## src/hw/rtl/tar_pkg.sv

```systemverilog
// tar_pkg: shared constants, register indexes, mode codes and beat types
// for the tensor axis reduction unit. No dependencies.
`default_nettype none

package tar_pkg;

    // default sizing, handed down from the top level
    localparam int PARTIAL_DEPTH_DEF = 1024;
    localparam int AXIS_COUNT_DEF    = 4;

    // fixed widths
    localparam int AXES        = 4;
    localparam int AXIS_W      = 2;
    localparam int COORD_W     = 12;
    localparam int EXT_W       = 13;
    localparam int VALUE_W     = 32;
    localparam int POS_W       = 48;
    localparam int SLOT_MAX_W  = 16;
    localparam int SCALE_W     = 17;
    localparam int MODE_W      = 3;
    localparam int MASK_W      = 4;
    localparam int CFG_IDX_W   = 3;
    localparam int CFG_DATA_W  = 17;
    localparam int QUEUE_DEPTH = 4;

    localparam logic [EXT_W-1:0]   MAX_EXTENT = 13'd4096;
    localparam logic [SCALE_W-1:0] SCALE_ONE  = 17'd65536;

    // configuration register indexes
    localparam logic [CFG_IDX_W-1:0] CFG_MODE  = 3'd0;
    localparam logic [CFG_IDX_W-1:0] CFG_MASK  = 3'd1;
    localparam logic [CFG_IDX_W-1:0] CFG_SIZE0 = 3'd2;
    localparam logic [CFG_IDX_W-1:0] CFG_SIZE1 = 3'd3;
    localparam logic [CFG_IDX_W-1:0] CFG_SIZE2 = 3'd4;
    localparam logic [CFG_IDX_W-1:0] CFG_SIZE3 = 3'd5;
    localparam logic [CFG_IDX_W-1:0] CFG_SCALE = 3'd6;

    // reduction modes; unused codes fold as sum
    localparam logic [MODE_W-1:0] MODE_MAX  = 3'd0;
    localparam logic [MODE_W-1:0] MODE_MIN  = 3'd1;
    localparam logic [MODE_W-1:0] MODE_SUM  = 3'd2;
    localparam logic [MODE_W-1:0] MODE_MEAN = 3'd3;
    localparam logic [MODE_W-1:0] MODE_PROD = 3'd4;

    // front sequencer
    typedef enum logic [0:0] {
        SEQ_SETUP,
        SEQ_RUN
    } seq_state_t;

    // one classified element beat, front to back
    typedef struct packed {
        logic [VALUE_W-1:0]    value;
        logic [SLOT_MAX_W-1:0] slot;
        logic                  first;
        logic                  last;
        logic                  done;
        logic [POS_W-1:0]      position;
    } item_t;

    // configuration seen by the back end
    typedef struct packed {
        logic [MODE_W-1:0]  mode;
        logic [SCALE_W-1:0] scale;
    } back_cfg_t;

endpackage

`default_nettype wire

```

## src/hw/rtl/tar_front.sv

```systemverilog
// tar_front: configuration registers, shape setup sequencer and coordinate
// tracking; classifies each element beat and pushes it to the queue. Uses tar_pkg.
`default_nettype none

module tar_front #(
    parameter int PARTIAL_DEPTH = tar_pkg::PARTIAL_DEPTH_DEF,
    parameter int AXIS_COUNT    = tar_pkg::AXIS_COUNT_DEF
) (
    input  wire                                  clk,
    input  wire                                  rst_n,
    input  wire                                  cfg_valid,
    output logic                                 cfg_ready,
    input  wire [tar_pkg::CFG_IDX_W-1:0]         cfg_index,
    input  wire [tar_pkg::CFG_DATA_W-1:0]        cfg_data,
    input  wire                                  elem_valid,
    output logic                                 elem_ready,
    input  wire [tar_pkg::VALUE_W-1:0]           element_value,
    input  wire                                  q_full,
    output logic                                 push,
    output tar_pkg::item_t                       push_item,
    output tar_pkg::back_cfg_t                   back_cfg
);

    localparam int SLOT_W = (PARTIAL_DEPTH > 1) ? $clog2(PARTIAL_DEPTH) : 1;
    localparam int MOD_W  = SLOT_W + 1;
    localparam logic [MOD_W-1:0]  DEPTH_M    = MOD_W'(PARTIAL_DEPTH);
    localparam logic [SLOT_W-1:0] DEPTH_LAST = SLOT_W'(PARTIAL_DEPTH - 1);
    localparam logic [SLOT_W-1:0] ONE_MOD    = (PARTIAL_DEPTH == 1) ? '0 : SLOT_W'(1);
    localparam logic [3:0] BIT_TOP = 4'(tar_pkg::EXT_W - 1);
    localparam logic [tar_pkg::AXIS_W-1:0] AX_TOP = tar_pkg::AXIS_W'(tar_pkg::AXES - 2);

    // configuration registers
    logic [tar_pkg::MODE_W-1:0]  mode_reg;
    logic [tar_pkg::MASK_W-1:0]  mask_reg;
    logic [tar_pkg::COORD_W-1:0] ext_max_reg [tar_pkg::AXES];
    logic [tar_pkg::SCALE_W-1:0] scale_reg;

    // setup sequencer
    tar_pkg::seq_state_t state_reg, state_next;
    logic                        busy;
    logic [tar_pkg::AXIS_W-1:0]  ax_reg;
    logic [tar_pkg::AXIS_W-1:0]  ax_up;
    logic [3:0]                  bit_reg;
    logic [SLOT_W-1:0]           acc_reg;
    logic [SLOT_W-1:0]           m_reg;
    logic [SLOT_W-1:0]           back_reg [tar_pkg::AXES];
    logic [tar_pkg::EXT_W-1:0]   factor;
    logic [MOD_W-1:0]            dbl;
    logic [MOD_W-1:0]            addv;
    logic [SLOT_W-1:0]           step_res;
    logic [SLOT_W-1:0]           step_dec;
    logic                        setup_end;

    // coordinate tracking
    logic [tar_pkg::COORD_W-1:0] coord_reg  [tar_pkg::AXES];
    logic [tar_pkg::COORD_W-1:0] coord_next [tar_pkg::AXES];
    logic [SLOT_W-1:0]           slot_reg, slot_next;
    logic [tar_pkg::POS_W-1:0]   pos_reg, pos_next;
    logic [tar_pkg::AXES-1:0]    at_max;
    logic [tar_pkg::AXES-1:0]    is_zero;
    logic                        first_c, last_c, done_c;
    logic [tar_pkg::AXIS_W-1:0]  inc_ax;
    logic [SLOT_W:0]             diff;
    logic [SLOT_W:0]             diff_wrap;

    logic                        cfg_fire;
    logic                        restart_write;
    logic [tar_pkg::AXIS_W-1:0]  size_ax;

    function automatic logic [tar_pkg::COORD_W-1:0] clamp_max(
        input logic [tar_pkg::EXT_W-1:0] v
    );
        logic [tar_pkg::EXT_W-1:0] c;
        if (v == '0)
            c = tar_pkg::EXT_W'(1);
        else if (v > tar_pkg::MAX_EXTENT)
            c = tar_pkg::MAX_EXTENT;
        else
            c = v;
        return tar_pkg::COORD_W'(c - 1'b1);
    endfunction

    // configuration writes are always taken
    assign cfg_ready     = 1'b1;
    assign cfg_fire      = cfg_valid;
    assign restart_write = cfg_fire && (cfg_index <= tar_pkg::CFG_SIZE3);
    assign size_ax       = tar_pkg::AXIS_W'(cfg_index - tar_pkg::CFG_SIZE0);

    // configuration register file
    always_ff @(posedge clk or negedge rst_n)
    begin
        if (!rst_n)
        begin
            mode_reg  <= tar_pkg::MODE_SUM;
            mask_reg  <= tar_pkg::MASK_W'(1);
            scale_reg <= tar_pkg::SCALE_ONE;
            for (int k = 0; k < tar_pkg::AXES; k++)
                ext_max_reg[k] <= '0;
        end
        else if (cfg_fire)
        begin
            unique case (cfg_index) inside
                tar_pkg::CFG_MODE:
                    mode_reg <= cfg_data[tar_pkg::MODE_W-1:0];
                tar_pkg::CFG_MASK:
                    mask_reg <= cfg_data[tar_pkg::MASK_W-1:0];
                tar_pkg::CFG_SIZE0, tar_pkg::CFG_SIZE1,
                tar_pkg::CFG_SIZE2, tar_pkg::CFG_SIZE3:
                begin
                    if (int'(size_ax) < AXIS_COUNT)
                        ext_max_reg[size_ax] <= clamp_max(cfg_data[tar_pkg::EXT_W-1:0]);
                end
                tar_pkg::CFG_SCALE:
                    scale_reg <= (cfg_data > tar_pkg::SCALE_ONE) ? tar_pkg::SCALE_ONE
                                                                 : cfg_data;
                default:
                    ;
            endcase
        end
    end

    assign back_cfg.mode  = mode_reg;
    assign back_cfg.scale = scale_reg;

    // one shift-and-add step of the inner stride product, modulo the store depth
    assign ax_up    = ax_reg + 1'b1;
    assign factor   = mask_reg[ax_up] ? tar_pkg::EXT_W'(1)
                                      : {1'b0, ext_max_reg[ax_up]} + 1'b1;
    assign setup_end = (ax_reg == '0) && (bit_reg == '0);

    always_comb
    begin
        dbl = {acc_reg, 1'b0};
        if (dbl >= DEPTH_M)
            dbl = dbl - DEPTH_M;
        addv = dbl + (factor[bit_reg] ? {1'b0, m_reg} : '0);
        if (addv >= DEPTH_M)
            addv = addv - DEPTH_M;
        step_res = addv[SLOT_W-1:0];
        step_dec = (step_res == '0) ? DEPTH_LAST : step_res - 1'b1;
    end

    // sequencer next state
    always_comb
    begin
        state_next = state_reg;
        unique case (state_reg)
            tar_pkg::SEQ_SETUP:
                if (!restart_write && setup_end)
                    state_next = tar_pkg::SEQ_RUN;
            tar_pkg::SEQ_RUN:
                if (restart_write)
                    state_next = tar_pkg::SEQ_SETUP;
            default:
                state_next = tar_pkg::SEQ_SETUP;
        endcase
    end

    // sequencer outputs
    always_comb
    begin
        unique case (state_reg)
            tar_pkg::SEQ_SETUP: busy = 1'b1;
            tar_pkg::SEQ_RUN:   busy = 1'b0;
            default:            busy = 1'b1;
        endcase
    end

    always_ff @(posedge clk or negedge rst_n)
    begin
        if (!rst_n)
            state_reg <= tar_pkg::SEQ_SETUP;
        else
            state_reg <= state_next;
    end

    // setup datapath: back step of each axis, innermost but one first
    always_ff @(posedge clk or negedge rst_n)
    begin
        if (!rst_n)
        begin
            ax_reg  <= AX_TOP;
            bit_reg <= BIT_TOP;
            acc_reg <= '0;
            m_reg   <= ONE_MOD;
            for (int k = 0; k < tar_pkg::AXES; k++)
                back_reg[k] <= '0;
        end
        else if (restart_write)
        begin
            ax_reg  <= AX_TOP;
            bit_reg <= BIT_TOP;
            acc_reg <= '0;
            m_reg   <= ONE_MOD;
        end
        else if (busy)
        begin
            if (bit_reg == '0)
            begin
                back_reg[ax_reg] <= step_dec;
                m_reg            <= step_res;
                acc_reg          <= '0;
                bit_reg          <= BIT_TOP;
                if (ax_reg != '0)
                    ax_reg <= ax_reg - 1'b1;
            end
            else
            begin
                acc_reg <= step_res;
                bit_reg <= bit_reg - 1'b1;
            end
        end
    end

    // classify the arriving element
    always_comb
    begin
        at_max  = '0;
        is_zero = '0;
        for (int k = 0; k < tar_pkg::AXES; k++)
        begin
            at_max[k]  = (coord_reg[k] == ext_max_reg[k]);
            is_zero[k] = (coord_reg[k] == '0);
        end
    end

    assign first_c = &(is_zero | ~mask_reg);
    assign last_c  = &(at_max | ~mask_reg);
    assign done_c  = &at_max;

    // innermost axis that still has room
    always_comb
    begin
        inc_ax = '0;
        for (int k = 0; k < tar_pkg::AXES; k++)
            if (!at_max[k])
                inc_ax = tar_pkg::AXIS_W'(k);
    end

    // next coordinate, slot and output position
    always_comb
    begin
        for (int k = 0; k < tar_pkg::AXES; k++)
        begin
            if (done_c)
                coord_next[k] = '0;
            else if (tar_pkg::AXIS_W'(k) == inc_ax)
                coord_next[k] = coord_reg[k] + 1'b1;
            else if (tar_pkg::AXIS_W'(k) > inc_ax)
                coord_next[k] = '0;
            else
                coord_next[k] = coord_reg[k];
        end

        diff      = {1'b0, slot_reg} - {1'b0, back_reg[inc_ax]};
        diff_wrap = diff[SLOT_W] ? diff + (SLOT_W+1)'(PARTIAL_DEPTH) : diff;

        if (done_c)
            slot_next = '0;
        else if (mask_reg[inc_ax])
            slot_next = diff_wrap[SLOT_W-1:0];
        else if (slot_reg == DEPTH_LAST)
            slot_next = '0;
        else
            slot_next = slot_reg + 1'b1;

        if (done_c)
            pos_next = '0;
        else if (last_c)
            pos_next = pos_reg + 1'b1;
        else
            pos_next = pos_reg;
    end

    assign elem_ready = !busy && !q_full;
    assign push       = elem_valid && elem_ready;

    assign push_item.value    = element_value;
    assign push_item.slot     = tar_pkg::SLOT_MAX_W'(slot_reg);
    assign push_item.first    = first_c;
    assign push_item.last     = last_c;
    assign push_item.done     = done_c;
    assign push_item.position = pos_reg;

    // tensor position state
    always_ff @(posedge clk or negedge rst_n)
    begin
        if (!rst_n)
        begin
            slot_reg <= '0;
            pos_reg  <= '0;
            for (int k = 0; k < tar_pkg::AXES; k++)
                coord_reg[k] <= '0;
        end
        else if (restart_write)
        begin
            slot_reg <= '0;
            pos_reg  <= '0;
            for (int k = 0; k < tar_pkg::AXES; k++)
                coord_reg[k] <= '0;
        end
        else if (push)
        begin
            slot_reg <= slot_next;
            pos_reg  <= pos_next;
            for (int k = 0; k < tar_pkg::AXES; k++)
                coord_reg[k] <= coord_next[k];
        end
    end

endmodule

`default_nettype wire

```

## config.mk

```make
export PLATFORM = sky130hd
export DESIGN_NAME = tar_front
export DESIGN_NICKNAME = d
export VERILOG_FILES = /design/src/hw/rtl/tar_pkg.sv /design/src/hw/rtl/tar_front.sv
export SDC_FILE = /design/constraint.sdc
export NUM_CORES = 1
export LEC_CHECK = 0
export BUFFER_PORTS_ARGS = -buffer_cell sky130_fd_sc_hd__buf_2
export CORE_ASPECT_RATIO = 1.4
export CORE_MARGIN = 5
export CORE_UTILIZATION = 55
export CTS_CLUSTER_DIAMETER = 30
export CTS_CLUSTER_SIZE = 25
export DETAILED_ROUTE_END_ITERATION = 12
export GPL_TIMING_DRIVEN = 0
export PLACE_DENSITY = 0.78
export SYNTH_ARGS = -nofsm -noshare
export SYNTH_HDL_FRONTEND = slang
export SYNTH_SLANG_ARGS = --single-unit
```

## constraint.sdc

```tcl
create_clock -name clk -period 9.3 [get_ports clk]
set_clock_uncertainty 0.05 [all_clocks]
set_input_delay 1.86 -clock clk [delete_from_list [all_inputs] [get_ports clk]]
set_output_delay 1.86 -clock clk [all_outputs]
set_load 0.01 [all_outputs]
```

==> out/qor.yml <==
routed_via_density: 5.874
clk_latency_ns: 0.54
layout_common_cells: "237 x dfrtp_1, 176 x nand2_1, 153 x nor2_1"
cpPeakStageDelay_ns: 0.78
synth_cells: 1495
path_delay_family: "simple AND/OR/NAND/NOR gates"
synth_mux_area_share_pct: 4.509
synthSimpleGateAreaFrac_pct: 19.78
hold_path.class: "reg2reg"
maxCapViolCount: 0
reg2regPathDepth: 25
ctsLongestPathBuffers: 3
ys_ff_latch: 244
vias: 11940
path_max_fanout: 10
period_share_pct: 76.18
crit_slowest_cell: "nor4b_1"
mostFrequentLayoutCell: "dfrtp_1"
post-cts-setup-buffer-count: 0
drtIter0Drc: 838
hold_depth: 2
regToRegSetupSlack_ns: 2.22
synth_edf_count: 0
cts_tree: "yes"
root_buffer: "clkbuf_16"
cts_buffers: 43
wl_per_cell_um: 18.91
setup_slack_ns: 2.216
critPathKind: "reg2reg"
gr-total-overflow: 0
drc: 0
async_flop_share_pct: 100.0
synth_xor_area_share_pct: 9.198
cp_num_cells: 25
drive_above_1_share_pct: 18.28
rows: 68
worstSetupStartpointType: "flip-flop"
die-area_sq_mm: 0.02860
synth_top_family_by_area: "simple AND/OR/NAND/NOR gates"
cp_data_arrival_time_ns: 7.45
clk_pin_slew_worst_paths_ns: 0.06
core_area_sq_mm: 0.02476
die_y_um: 198.1
final_area_sq_mm: 0.01657
final_hold_viol_count: 0
yosysSeqAreaShare_pct: 43.98
grt_use_total_pct: 27.06
grt_pass1_wl_um: 61890
synth_fa_ha_area_share_pct: 3.528
synth_cell_types: 77
postRouteWirelength_um: 38440
path_buf_inv: 5
worst_setup_path_end_kind: "flip-flop"
power.density_mw_per_mm2: 242.8
synthesis.area_sq_mm: 0.01390
placed_area_sq_mm: 0.01507
max_freq_ghz: 0.1412
p_leak_uw: 0.007979
die_x_um: 144.4
setup_tns_ns: 0
antenna_cells: 0
dp.final_hpwl_um: 27460
nets: 1780
required_ns: 9.66
relSlewSlack_pct: 31.95
drtAntennaViolNets: 0
cts_hold_buf: 0
grt_max_degree: 93
cts.sinks: 244
setup_viol: 0
detailedRoute.firstPassIterationCount: 5
syn_avg_cell_area_sq_um: 9.299
tightest_slew_ns: 1.013
cts_htree_levels: 2
io_pins: 179
grt_pass1_vias: 12150
synth-main-ff-cell: "dfrtp_1"
post_cts_resized: 0
start_util_pct: 56.15
synth_compound_area_share_pct: 13.37
final_util_pct: 66.91
syn2layout_area_growth_pct: 19.16
ir_drop_mv: 0.1663
place_ws_ns: 2.349
antenna_found_initial: 0
fin_crit_ns: 7.084
status: "finished clean"
yosys_warnings: 0
rsz0062_at_grt: "false"
place.gp.congestion: 0.9402
p_total_uw: 4022
report.final.slew_viol_count: 0
numPortBuffers: 138
## cell type report
class,instances,area [sq um]
plain buffers,107,614.3
clock buffers,49,1171
clock inverters,29,324.1
fillers,1896,8193
inverters,43,161.4
multi-input cells,1106,7030
flip-flops and latches,244,6115
well taps,315,394.1
repair buffers,140,755.7
## stage by stage
step | hold WS [ns] | instances
5_1_grt | 0.4598 | 2033
3_3_place_gp | 0.4118 | 1953
3_5_place_dp | 0.4189 | 1955
2_1_floorplan | 0.3992 | 1500
4_1_cts | 0.4313 | 2033
6_report | 0.4307 | 2033
## worst paths after layout
path                               from             to
max                           ax_reg[0]   back_reg[29]
min                        back_reg[20]   back_reg[20]
max reg2reg                   ax_reg[0]   back_reg[29]
min reg2reg                back_reg[20]   back_reg[20]
max in group asynchronous         rst_n    pos_reg[35]
min in group asynchronous         rst_n  coord_reg[20]
## cell usage after synthesis, types with 5 or more instances
cell | instances | area (sq um)
nor2_1 | 153 | 574.3
a31oi_1 | 28 | 175.2
nor2b_1 | 9 | 56.30
o21ai_0 | 114 | 570.6
a21boi_0 | 5 | 37.54
dfstp_2 | 7 | 183.9
a22o_1 | 19 | 166.4
buf_4 | 43 | 322.8
nor3b_1 | 8 | 60.06
mux4_2 | 7 | 157.7
nand2b_1 | 10 | 62.56
nand4_1 | 21 | 131.4
nor4b_1 | 5 | 43.79
nand3_1 | 50 | 250.2
nor3_1 | 30 | 150.1
ha_1 | 36 | 450.4
and3_1 | 37 | 231.5
mux2i_1 | 15 | 150.1
inv_1 | 43 | 161.4
or3_1 | 17 | 106.4
xnor2_1 | 37 | 324.1
a21oi_1 | 62 | 310.3
clkbuf_1 | 52 | 195.2
nand2_1 | 176 | 660.6
a211oi_1 | 14 | 105.1
xor2_1 | 109 | 954.7
a21o_1 | 6 | 45.04
nor4_1 | 27 | 168.9
o22ai_1 | 7 | 43.79
and2_1 | 18 | 112.6
dfrtp_1 | 237 | 5931
mux4_1 | 6 | 157.7
mux2_2 | 13 | 146.4
## layer usage
layer,share of wire (%),GRT usage (%),wire [um],vias to the layer above
li1,-,-,-,5595
met1,37,30.82,14250,5744
met2,50,46.11,19140,451
met3,6.1,5.170,2330,151
met4,7.1,17.21,2722,0
met5,0,0,0,-
## power breakdown
group          leakage [uW]  switching, uW  internal (uW)
sequential          0.00327            138           1190
combinational       0.00398            642            430
clock              0.000732            585           1030
## kinds of logic (layout without fill, tap and decap cells)
kind of cell,Yosys count,after routing
AND/OR/NAND/NOR,577,577
AO/OA/AOI/OAI,296,296
flip-flops,244,244
buffers and inverters,150,368
XOR/XNOR,146,146
multiplexers,42,42
adder cells (fa/ha/maj),38,38
other,2,7
## worst reg2reg max path, cell delays in order, from the launching register on
cell and delay, ns:
dfrtp_1 0.40, buf_6 0.18, buf_6 0.17, inv_1 0.07
ha_1 0.30, buf_6 0.15, mux4_1 0.48, ha_1 0.26
nand4_1 0.23, or3_1 0.43, a211oi_2 0.24, o211ai_2 0.16
a211oi_2 0.40, clkbuf_1 0.34, and2_1 0.23, ha_1 0.24
a21o_1 0.17, a21oi_1 0.23, o21bai_1 0.09, a21oi_1 0.23
o21ai_0 0.15, xor2_1 0.23, nor4b_1 0.78, nand3_1 0.15
mux2_4 0.33, mux2_2 0.27
No activity file was read; power rests on OpenSTA's default activity.
